===== src/vwlc_pkg.sv =====
// ----------------------------------------------------------------------------
// vwlc_pkg
// types and constants for the vertex window load cost block
// ----------------------------------------------------------------------------
`default_nettype none

package vwlc_pkg;

   localparam int CORNER_W = 10;
   localparam int FILL_W   = 8;
   localparam int COST_W   = 32;
   localparam int NEW_W    = 2;
   localparam int NEED_W   = 2;

   localparam logic [FILL_W-1:0] CAPACITY_RESET = 8'd64;

   typedef struct packed {
      logic                start_mesh;
      logic [CORNER_W-1:0] corner_a;
      logic [CORNER_W-1:0] corner_b;
      logic [CORNER_W-1:0] corner_c;
   } req_type;

   typedef struct packed {
      logic              flushed;
      logic [NEW_W-1:0]  new_vertices;
      logic [FILL_W-1:0] window_fill;
      logic [COST_W-1:0] total_cost;
   } rsp_type;

endpackage

`default_nettype wire


===== src/vwlc_output_stage.sv =====
// ----------------------------------------------------------------------------
// vwlc_output_stage
// response register with stall hold
// ----------------------------------------------------------------------------
`default_nettype none

module vwlc_output_stage (
   input  wire logic              clock,
   input  wire logic              reset,
   input  wire logic              load,
   input  wire vwlc_pkg::rsp_type rsp_next,
   output      logic              out_ready,
   output      logic              rsp_valid,
   input  wire logic              rsp_stall,
   output      vwlc_pkg::rsp_type rsp_payload
);

   logic              valid_ff;
   logic              valid_in;
   vwlc_pkg::rsp_type payload_ff;

   assign out_ready   = ~valid_ff | ~rsp_stall;
   assign valid_in    = load | (valid_ff & rsp_stall);
   assign rsp_valid   = valid_ff;
   assign rsp_payload = payload_ff;

   always_ff @(posedge clock) begin
      if (reset) begin
         valid_ff <= 1'b0;
      end else begin
         valid_ff <= valid_in;
      end
   end

   always_ff @(posedge clock) begin
      if (load) begin
         payload_ff <= rsp_next;
      end
   end

endmodule

`default_nettype wire


===== config.mk =====
export PLATFORM = sky130hd
export DESIGN_NAME = vwlc_output_stage
export DESIGN_NICKNAME = d
export VERILOG_FILES = /design/src/vwlc_pkg.sv /design/src/vwlc_output_stage.sv
export SDC_FILE = /design/constraint.sdc
export NUM_CORES = 1
export LEC_CHECK = 0
export BUFFER_PORTS_ARGS = -buffer_cell sky130_fd_sc_hd__buf_4
export CAP_MARGIN = 10
export CORE_MARGIN = 5
export CORE_UTILIZATION = 30
export DETAILED_ROUTE_END_ITERATION = 12
export HOLD_SLACK_MARGIN = 0.15
export PLACE_DENSITY = 0.7
export SYNTH_ARGS = -nofsm -noshare
export SYNTH_HDL_FRONTEND = slang
export SYNTH_SLANG_ARGS = --single-unit

===== constraint.sdc =====
create_clock -name clock -period 1.56 [get_ports clock]
set_input_delay 0.312 -clock clock [delete_from_list [all_inputs] [get_ports clock]]
set_output_delay 0.312 -clock clock [all_outputs]
set_load 0.02 [all_outputs]

==> results.yml <==
setup_path:
  crit_path_start_kind: "flip-flop"
  path_delay_family: "flip-flops"
  crit_buf_inv: 1
  arrival_ns: 0.85
  end_kind: "output pin"
  max_stage_delay_ns: 0.35
  r2r-end: "rsp_valid$_SDFF_PP0_"
  r2r_slack_ns: 0.94
  ff2ff_path_depth: 2
  crit_type: "flip-flop to output pin"
  worstPathCellList: "nand2_1 > buf_4"
  cp.required_ns: 1.25
  critical_path.slowest_cell: "dfxtp_1"
  critPathMaxFanout: 3
  reg2reg_from: "rsp_valid$_SDFF_PP0_"
clock_tree:
  clock-root-buffer: "clkbuf_8"
  cts_htree_levels: 2
  post_cts_buffers: 0
  ctsResizeCount: 0
  clk_latency_ns: 0.28
  numCtsBuffers: 5
  clk_pin_slew_worst_paths_ns: 0.07
  cts_tree: "done"
  holdBufCountCts: 0
  clock-sinks: 44
  clockBufferDepth: 2
sta:
  min_period_ns: 1.16
  setup_viol: 0
  fin_crit_sh: 0.747
  max_slew_margin: 0.636
  rsz0062_at_grt: "no"
  setup_tns_ns: 0
  fin_worst_skew_ns: 0
  tightest_slew_ns: 0.547
  fmax_mhz: 859
  hold_viol: 0
  slew_viol_final: 0
logic_synthesis:
  synthesis.area_um2: 1320
  synthCells: 47
  seq_area_frac_synth: 0.991
  async_reset_ff_frac: 0
  synth_flop_cell: "edfxtp_1"
  synthDistinctLibCells: 5
  syn_avg_cell_area_um2: 28.2
  post-synth-top-area-cell: "edfxtp_1"
  synth_commonest_cells: "43 x edfxtp_1, 1 x a21oi_1, 1 x dfxtp_1, 1 x nand2_1, 1 x nor2_1"
  synth_top_area_frac: 0.975
  syn-num-nets: 94
  synth_area_leaders: "edfxtp_1 98%, dfxtp_1 1.5%, a21oi_1 0.38%"
  yosysWarningCount: 0
  ys_ff_latch: 44
  synth_edf_count: 43
  yosysMostFrequentCell: "edfxtp_1"
place:
  gp_congestion: 0.631
  hpwl_um: 2350
  portBuffers: 91
  place_inst: 190
worst_hold_path:
  hp-class: "input port to flip-flop"
  min_path_cells: 2
  min-delay-start: "reset"
  hold_end: "rsp_valid$_SDFF_PP0_"
drt:
  vias: 831
  routed_wl_um: 2980
  drt-initial-drc-count: 34
  drt_pass1_iterations: 4
  drc_errors: 0
  wl_per_cell_um: 15.0
  via_per_inst: 4.20
  antenna_left: 0
pwr:
  power_leakage_nw: 0.911
  peakVddDrop_v: 0.000536
  power.density_nw_per_um2: 1130
floorplanning:
  initial_core_util: 0.306
  dieHeight_um: 76.4
  num_io_pins: 92
  core_um2: 4320
  die_w_um: 76.4
  die_area_um2: 5840
  rows: 24
status:
  status: "finished clean"
grt:
  grt_usage: 0.106
  grt_max_degree: 45
  grt_pass1_vias: 909
  antenna_found_initial: 0
  grt_pass1_wl_um: 4730
  grt-ovfl-total: 0
layout:
  nets: 192
  final_cells: 198
  drive_gt1_frac: 0.658
  num_antenna_cells: 0
  area_growth_pct: 62.6
run:
  cap_violations: 0
-- state kept, by name, summed over array words and instances (netlist names) --
signal,flops
rsp_payload,43
rsp_valid,1
-- worst max-delay path by stage --
stage | to | cells past startpoint | from | slack [ns]
global placement | rsp_payload[23]$_DFFE_PP_ | 1 | load | 0.45
detailed placement | rsp_payload[25]$_DFFE_PP_ | 1 | load | 0.41
global route | out_ready | 2 | rsp_valid$_SDFF_PP0_ | 0.33
finish | out_ready | 2 | rsp_valid$_SDFF_PP0_ | 0.40
CTS | out_ready | 2 | rsp_valid$_SDFF_PP0_ | 0.38
floorplan | out_ready | 1 | rsp_valid$_SDFF_PP0_ | 0.63
-- area by class of cell --
type	instances	area [um2]
well taps	52	65.1
repair buffers	91	683
multi-input cells	3	12.5
flip-flops and latches	44	1310
clock inverters	1	3.75
fillers	395	2170
clock buffers	7	76.3
-- metrics by stage --
stage | area [um2] | hold slack (ns) | util | total power [mW] | setup WS (ns)
floorplan | 1320 | 0.384 | - | 1.58 | 0.626
global placement | 2070 | 0.469 | 0.479 | 1.82 | 0.454
detailed placement | 2070 | 0.479 | 0.479 | 1.83 | 0.413
CTS | 2150 | 0.172 | 0.498 | 2.48 | 0.378
global route | 2150 | 0.177 | 0.498 | 2.55 | 0.329
finish | 2150 | 0.184 | 0.498 | 2.44 | 0.395
-- cell usage in the layout, fill, tap and decap left out, drive strengths merged --
| master | count |
|---|---|
| dfxtp | 1 |
| clkinv | 1 |
| a21oi | 1 |
| nor2 | 1 |
| buf | 91 |
| clkbuf | 7 |
| nand2 | 1 |
| edfxtp | 43 |
-- routing by layer --
| layer | wire, um | vias to the layer above | global-route usage |
|---|---|---|---|
| met4 | 47 | 0 | 0.0472 |
| li1 | - | 382 | - |
| met5 | 0 | - | 0 |
| met3 | 349 | 4 | 0.0591 |
| met1 | 1120 | 388 | 0.117 |
| met2 | 1460 | 57 | 0.165 |
-- kinds of logic after synthesis --
kind of cell	count (synthesis)	share of synthesized area
flops	44	0.991
simple gates	2	0.00567
compound gates	1	0.00378
-- power by group --
| part | switching [mW] | total, mW | internal [mW] |
|---|---|---|---|
| combinational | 0.191 | 0.372 | 0.181 |
| sequential | 0.0254 | 1.43 | 1.40 |
| clock | 0.329 | 0.641 | 0.311 |
Note: power is estimated with default switching activity, not from simulation.
