`config.mk`:
```
export PLATFORM = sky130hd
export DESIGN_NAME = vwlc_input_stage
export DESIGN_NICKNAME = d
export VERILOG_FILES = /design/src/vwlc_pkg.sv /design/src/vwlc_input_stage.sv
export SDC_FILE = /design/constraint.sdc
export NUM_CORES = 1
export LEC_CHECK = 0
export BUFFER_PORTS_ARGS = -buffer_cell sky130_fd_sc_hd__buf_2
export CORE_ASPECT_RATIO = 1.2
export CORE_MARGIN = 2
export CORE_UTILIZATION = 42
export DETAILED_ROUTE_END_ITERATION = 12
export PLACE_DENSITY = 0.81
export SLEW_MARGIN = 15
export SYNTH_ARGS = -nofsm -noshare
export SYNTH_HDL_FRONTEND = slang
export SYNTH_SLANG_ARGS = --single-unit
export TNS_END_PERCENT = 100
```
`constraint.sdc`:
```
create_clock -name clock -period 4.2 [get_ports clock]
set_input_delay 0.84 -clock clock [delete_from_list [all_inputs] [get_ports clock]]
set_output_delay 0.84 -clock clock [all_outputs]
set_load 0.03 [all_outputs]
```
`src/vwlc_pkg.sv`:
```
// ----------------------------------------------------------------------------
// vwlc_pkg
// types and constants for the vertex window load cost block
// ----------------------------------------------------------------------------
`default_nettype none

package vwlc_pkg;

   localparam int CORNER_W = 10;
   localparam int FILL_W   = 8;
   localparam int COST_W   = 32;
   localparam int NEW_W    = 2;
   localparam int NEED_W   = 2;

   localparam logic [FILL_W-1:0] CAPACITY_RESET = 8'd64;

   typedef struct packed {
      logic                start_mesh;
      logic [CORNER_W-1:0] corner_a;
      logic [CORNER_W-1:0] corner_b;
      logic [CORNER_W-1:0] corner_c;
   } req_type;

   typedef struct packed {
      logic              flushed;
      logic [NEW_W-1:0]  new_vertices;
      logic [FILL_W-1:0] window_fill;
      logic [COST_W-1:0] total_cost;
   } rsp_type;

endpackage

`default_nettype wire

```
`src/vwlc_input_stage.sv`:
```
// ----------------------------------------------------------------------------
// vwlc_input_stage
// request register and corner to slot reduction
// ----------------------------------------------------------------------------
`default_nettype none

module vwlc_input_stage #(
   parameter int VERTEX_LIMIT = 1024,
   parameter int SLOT_W       = 10
) (
   input  wire logic                        clock,
   input  wire logic                        reset,
   input  wire logic                        req_valid,
   output      logic                        req_stall,
   input  wire vwlc_pkg::req_type           req_payload,
   input  wire logic                        advance,
   output      logic                        item_valid,
   output      logic                        start_mesh,
   output      logic [2:0][SLOT_W-1:0]      slot
);

   localparam int CW = vwlc_pkg::CORNER_W;

   logic              valid_ff;
   logic              valid_in;
   logic              accept;
   vwlc_pkg::req_type payload_ff;
   logic [2:0][CW-1:0] corner_req;
   logic [2:0][CW-1:0] corner_ff;

   assign accept     = req_valid & ~req_stall;
   assign req_stall  = valid_ff & ~advance;
   assign valid_in   = accept | (valid_ff & ~advance);
   assign item_valid = valid_ff;
   assign start_mesh = payload_ff.start_mesh;

   assign corner_req[0] = req_payload.corner_a;
   assign corner_req[1] = req_payload.corner_b;
   assign corner_req[2] = req_payload.corner_c;
   assign corner_ff[0]  = payload_ff.corner_a;
   assign corner_ff[1]  = payload_ff.corner_b;
   assign corner_ff[2]  = payload_ff.corner_c;

   always_ff @(posedge clock) begin
      if (reset) begin
         valid_ff <= 1'b0;
      end else begin
         valid_ff <= valid_in;
      end
   end

   always_ff @(posedge clock) begin
      if (accept) begin
         payload_ff <= req_payload;
      end
   end

   generate
      if (VERTEX_LIMIT >= (1 << CW)) begin : g_direct
         always_comb begin
            for (int k = 0; k < 3; k++) begin
               slot[k] = SLOT_W'(corner_ff[k]);
            end
         end
      end else if ((VERTEX_LIMIT & (VERTEX_LIMIT - 1)) == 0) begin : g_mask
         always_comb begin
            for (int k = 0; k < 3; k++) begin
               slot[k] = corner_ff[k][SLOT_W-1:0];
            end
         end
      end else begin : g_recip
         // exact floor division by a reciprocal, remainder after the register
         localparam int SHIFT   = CW + SLOT_W;
         localparam int RECIP_W = CW + 2;
         localparam int PROD_W  = CW + RECIP_W;
         localparam logic [RECIP_W-1:0] RECIP =
            RECIP_W'(((64'd1 << SHIFT) + VERTEX_LIMIT - 1) / VERTEX_LIMIT);
         localparam logic [CW-1:0] LIMIT = CW'(VERTEX_LIMIT);

         logic [2:0][CW-1:0] quot_in;
         logic [2:0][CW-1:0] quot_ff;
         logic [2:0][CW-1:0] rem;

         always_comb begin
            for (int k = 0; k < 3; k++) begin
               quot_in[k] = CW'((PROD_W'(corner_req[k]) * PROD_W'(RECIP)) >> SHIFT);
            end
         end

         always_ff @(posedge clock) begin
            if (accept) begin
               quot_ff <= quot_in;
            end
         end

         always_comb begin
            for (int k = 0; k < 3; k++) begin
               rem[k]  = corner_ff[k] - CW'(quot_ff[k] * LIMIT);
               slot[k] = rem[k][SLOT_W-1:0];
            end
         end
      end
   endgenerate

endmodule

`default_nettype wire

```
==> results of run 1 <==
==> sequential cells by signal, indices dropped and copies added, names as in the netlist <==
signal / flops
slot: 30
start_mesh: 1
item_valid: 1
==> per-stage QoR <==
| step | hold WS [ns] | cell area, µm² | utilization, % |
|---|---|---|---|
| after floorplan | 0.801 | 981 | - |
| after global routing | 0.651 | 1410 | 62.6 |
| after detailed placement | 0.622 | 1370 | 60.4 |
| after CTS | 0.641 | 1410 | 62.6 |
| final | 0.636 | 1410 | 62.6 |
| after global placement | 0.598 | 1370 | 60.4 |
==> kinds of logic (layout without fill, tap and decap cells) <==
family / count (synthesis) / count (layout) / share of synthesized area, %
compound gates: 1 / 1 / 1.02
buf+inv: 0 / 76 / 0
flops: 32 / 32 / 96.9
simple gates: 2 / 2 / 2.04
==> power breakdown <==
part	internal, mW	switching [mW]	total (mW)
combinational	0.0253	0.0545	0.0798
clock	0.0642	0.0826	0.147
sequential	0.372	0.00391	0.376
total	0.461	0.141	0.602
==> cell type report <==
type,count,area (µm²)
Clock buffer,7,45.0
Clock inverter,1,3.75
Fill cell,175,845
Multi-Input combinational cell,3,32.5
Sequential cell,32,951
Tap cell,31,38.8
Timing Repair Buffer,68,343
==> routing by layer <==
layer / part of all wire, % / up-vias
met5: 0 / -
met4: 2.2 / 0
met3: 12 / 5
met2: 52 / 46
met1: 33 / 276
li1: - / 287
==> cells in the mapped netlist <==
cell / instances / share of area [%]
nor2b_1: 1 / 0.64
nor2b_4: 1 / 1.4
dfxtp_1: 1 / 2.0
o21ba_1: 1 / 1.0
edfxtp_1: 31 / 95
==> critical path, stage by stage <==
cell and delay, ns:
buf_2 0.11, nor2b_4 0.12, buf_2 0.21
==> worst paths after layout <==
kind / cells past startpoint / slack [ns] / start / to
setup / recovery: 3 / 2.08 / advance / req_stall
hold / removal: 2 / 0.64 / item_valid$_SDFF_PP0_ / item_valid$_SDFF_PP0_
setup reg to reg: 3 / 2.99 / item_valid$_SDFF_PP0_ / slot[28]$_DFFE_PP_
hold reg to reg: 2 / 0.64 / item_valid$_SDFF_PP0_ / item_valid$_SDFF_PP0_
==> summary.txt, run 1 <==
Worst setup path
  • Worst setup EP type: output pin
  • CP Max Fanout: 3
  • Req. time, crit path: 3.36 ns
  • Crit path kind: input port to output pin
  • Critical path launch point type: input port
  • Crit path DAT: 1.28 ns

Synth
  • Yosys Warn Count: 0
  • Syn nets: 70
  • Seq/Total Area, Yosys: 96.9%
  • Post-synthesis cell count: 35
  • Synth cell types: 5
  • Yosys reg bits: 32
  • Mapped Area: 981 µm²
  • Syn Area/Cell: 28.0 µm²

Drt
  • First drt pass iteration count: 2
  • Via count: 614
  • WL final: 1610 µm
  • Drt wl/cell: 11.3 µm
  • Final ANT Viol Nets: 0
  • Initial DRC count: 5
  • DR vias/cell: 4.32
  • Post-route DRC: 0

Cells and area
  • Commonest cells after routing, fill and taps aside: buf_2, edfxtp_1, clkbuf_4, clkbuf_1
  • # diodes: 0
  • Post-Layout Cell Count: 142
  • Final nets: 145
  • Most common cell after layout, fill and taps aside: buf_2
  • Layout area overhead: 44.1%
  • Layout cell share with drive strength beyond 1: 67.6%

STA
  • Slew Limit Fails: 0
  • Final Hold Fails: 0
  • Post-route setup TNS: 0 ns
  • FMAX: 471 MHz
  • Tightest Pin Transition: 0.362 ns
  • PnR worst setup slack: 2.08 ns
  • Relative slew slack: 75.9%
  • Final worst-path cycle share: 50.5%
  • RSZ-0062 raised after global routing: no
  • Final count of negative-setup-slack endpoints: 0
  • Final min period: 2.12 ns
  • Clock Skew: 0.00174 ns

GRT
  • Grt ovf: 0
  • Total global-route track usage: 12.3%
  • Antenna violations before repair: 0
  • M1 GR Usage: 9.39%
  • Vias in the first global route: 614
  • Largest net degree at the start of global routing: 32
  • Gr busiest metal: met2
  • Global routing usage on met3: 6.01%
  • Met2 usage: 21.7%
  • First-pass GRT wire length: 2240 µm

Clocking
  • Post-CTS Hold Fix Bufs: 0
  • Number of CTS-inserted buffers: 5
  • Post-CTS resize count: 0
  • Clk sink count: 32
  • Skew-Pair Late Insertion Delay: 0.30 ns
  • CTS tree: yes
  • Htree depth: 2
  • Clock Path Buffers: 2
  • Postcts setup bufs: 0
  • Worst-path clk slew: 0.08 ns
  • Clk root buf: clkbuf_4

Pwr
  • Total power: 0.602 mW
  • PwrDens: 426 nW/µm²
  • Leakage: 0.623 nW
  • Worst VDD drop: 0.259 mV

Run
  • Max-cap violations: 0

Placed design
  • Pre-CTS setup slack: 2.08 ns
  • Port Buffers: 67
  • Half-perimeter wire length after placement: 1280 µm
  • Placer congestion estimate: 0.635
  • DP Cell Count: 134

Floorplan
  • Initial Util: 43.4%
  • Row Count: 19
  • Die height: 56.9 µm
  • Die area: 2740 µm²
  • Core area: 2260 µm²
  • Num ports: 68
  • Die Width: 48.1 µm

Hold path
  • Hold Crit Class: register to register

Outcome
  • Status: finished clean
(Power assumes the default switching activity.)
==> run 2: changes to the inputs <==
Settings changed: CORE_UTILIZATION 42 to 39, PLACE_DENSITY 0.81 to 0.76.
Clock period 4.2 ns to 2 ns, I/O delays scaled along.
==> run 2 against run 1 <==
- via count is 0.65% lower
- critical path depth shrank 1
- total power up 110%
- sequential cell count did not move
- final cell count is the same
- combinational power grew 110%
==> summary.txt, run 2 (synthesis gave the netlist of run 1 again) <==
Floorplan
  • Die area: 2930 µm² (+7.1%)
  • Core area: 2330 µm² (+3.2%)
  • Die height: 58.9 µm (+3.5%)
  • Num ports: 68 (unchanged)
  • Die Width: 49.8 µm (+3.5%)
  • Row Count: 19 (unchanged)
  • Initial Util: 42.1% (-1.3 points)

Cells and area
  • Layout cell share with drive strength beyond 1: 67.6% (unchanged)
  • Area occupied by multi-input gates: 32.5 µm² (unchanged)
  • Final nets: 145 (unchanged)
  • Most common cell after layout, fill and taps aside: buf_2
  • Storage cell area: 951 µm² (unchanged)
  • Commonest cells after routing, fill and taps aside: buf_2, edfxtp_1, clkbuf_4, clkbuf_1
  • Layout area overhead: 44.1% (unchanged)
  • FILL cells: 213 (+22%)
  • Max reg flops: 30 (unchanged)
  • # diodes: 0 (unchanged)
  • Post-Layout Cell Count: 142 (unchanged)
  • Design area: 1410 µm² (unchanged)

GRT
  • First-pass GRT wire length: 2600 µm (+16%)
  • Largest net degree at the start of global routing: 32 (unchanged)
  • Antenna violations before repair: 0 (unchanged)
  • Grt ovf: 0 (unchanged)
  • Total global-route track usage: 13.7% (+1.4 points)
  • Vias in the first global route: 585 (-4.7%)

STA
  • Post-route setup TNS: 0 ns (unchanged)
  • Slew Limit Fails: 0 (unchanged)
  • Final worst-path cycle share: 70.9%
  • Final count of negative-setup-slack endpoints: 0 (unchanged)
  • Final Hold Fails: 0 (unchanged)
  • Relative slew slack: 75.0% (-0.92 points)
  • FMAX: 705 MHz
  • Tightest Pin Transition: 0.375 ns (+0.0137 ns)
  • Final min period: 1.42 ns
  • RSZ-0062 raised after global routing: no
  • Clock Skew: 0.00509 ns (+0.00334 ns)

Drt
  • DR vias/cell: 4.30 (-0.65%)
  • First drt pass iteration count: 4 (+2)
  • Post-route DRC: 0 (unchanged)
  • Via count: 610 (-0.65%)
  • Initial DRC count: 13 (+8)
  • Final ANT Viol Nets: 0 (unchanged)
  • Drt wl/cell: 13.3 µm (+17%)
  • WL final: 1890 µm (+17%)

Clocking
  • Worst-path clk slew: 0.09 ns (about the same)
  • CTS tree: yes
  • Number of CTS-inserted buffers: 5 (unchanged)
  • Clk root buf: clkbuf_4
  • Post-CTS resize count: 0 (unchanged)
  • Clk sink count: 32 (unchanged)
  • Postcts setup bufs: 0 (unchanged)
  • Htree depth: 2 (unchanged)
  • Skew-Pair Late Insertion Delay: 0.32 ns (+0.02 ns)
  • Clock Path Buffers: 2 (unchanged)
  • Post-CTS Hold Fix Bufs: 0 (unchanged)

Worst setup path
  • Worst setup EP type: output pin
  • Crit path DAT: 1.02 ns (-0.26 ns)
  • Reg2Reg Depth: 3 (unchanged)
  • Number of buffers and inverters on the critical path: 1 (-1)
  • Worst R2R Setup Slack: 0.78 ns (-2.21 ns)
  • Crit Reg-Reg Endpoint: slot[17]$_DFFE_PP_
  • Delay-heaviest family, CP: flip-flops
  • Slowest stage delay, CP: 0.33 ns (+0.12 ns)
  • Crit path kind: register to output pin
  • Critical path launch point type: register
  • CP Max Fanout: 3 (unchanged)
  • R2R Path Start: item_valid$_SDFF_PP0_
  • Worst path slowest cell: dfxtp_1
  • Crit path cell chain: nor2b_4 -> buf_2
  • Req. time, crit path: 1.60 ns (-1.76 ns)

Hold path
  • Hold path depth: 1 (-1)
  • Min-delay src: req_payload[19]
  • Hold Crit Class: input port to register
  • Hold Path End: slot[19]$_DFFE_PP_

Placed design
  • Area post-placement: 1370 µm² (unchanged)
  • DP Cell Count: 134 (unchanged)
  • Placer congestion estimate: 0.576 (-9.4%)
  • Port Buffers: 67 (unchanged)

Pwr
  • Worst VDD drop: 0.530 mV (+100%)
  • Total power: 1.28 mW (+110%)
  • Combinational fraction of design power: 13.2% (about the same)
  • PwrDens: 907 nW/µm² (+110%)
  • Internal power: 0.969 mW (+110%)
  • NetSw: 0.313 mW (+120%)
  • Clock network power share: 25.2% (+0.8 points)
  • Flop pwr share: 61.6% (-0.8 points)
  • Leakage: 0.623 nW (unchanged)
  • Sw Ratio: 24.4% (+1.0 points)

Outcome
  • Status: finished clean

Run
  • Max-cap violations: 0 (unchanged)
## run 2: cell counts in the layout (fill, tap and decap cells not counted)
Identical to the previous run, type by type.
## run 2: layout make-up
class                      instances  share of cell area [%]
tap                               31                    2.74
sequential                        32                    67.3
timing repair buffer              68                    24.2
clock buffer                       7                    3.19
clock inverter                     1                   0.265
multi-input combinational          3                    2.30
## run 2: worst max path at each step
stage | from | depth (start not counted) | endpoint | slack [ns]
floorplan | item_valid$_SDFF_PP0_ | 2 | slot[0]$_DFFE_PP_ | 0.15
global placement | advance | 4 | slot[9]$_DFFE_PP_ | 0.68
detailed placement | advance | 4 | slot[27]$_DFFE_PP_ | 0.65
CTS | item_valid$_SDFF_PP0_ | 2 | req_stall | 0.56
global route | item_valid$_SDFF_PP0_ | 2 | req_stall | 0.51
finish | item_valid$_SDFF_PP0_ | 2 | req_stall | 0.58
## run 2: power groups by stage
| stage | Combinational, mW | Clock, mW | Sequential, mW |
|---|---|---|---|
| floorplan | 0.0178 | 0 | 0.886 |
| global placement | 0.168 | 0 | 0.804 |
| detailed placement | 0.171 | 0 | 0.806 |
| CTS | 0.172 | 0.337 | 0.791 |
| global route | 0.179 | 0.369 | 0.793 |
| finish | 0.169 | 0.323 | 0.790 |
## run 2: worst reg2reg max path: cells and delay by family, from the launching register on
family                 cells  cell delay (ns)
buffers and inverters      1             0.35
and+or+nand+nor            2             0.22
DFF                        1             0.32
## run 2: per-stage QoR
| step | worst slack, ns | hold WS [ns] | util, % |
|---|---|---|---|
| finish | 0.582 | 0.245 | 60.7 |
| global route | 0.513 | 0.209 | 60.7 |
| CTS | 0.564 | 0.230 | 60.7 |
| detailed placement | 0.649 | 0.578 | 58.6 |
| global placement | 0.678 | 0.578 | 58.6 |
| floorplan | 0.151 | 0.499 | - |
## run 2: routing by layer
metal  track usage [%]  vias up  wire length, µm
met5                 0        -                0
met4              8.33        0               23
met3              9.64        2              212
met2              22.7       45             1040
met1              11.9      277              606
li1                  -      286                -
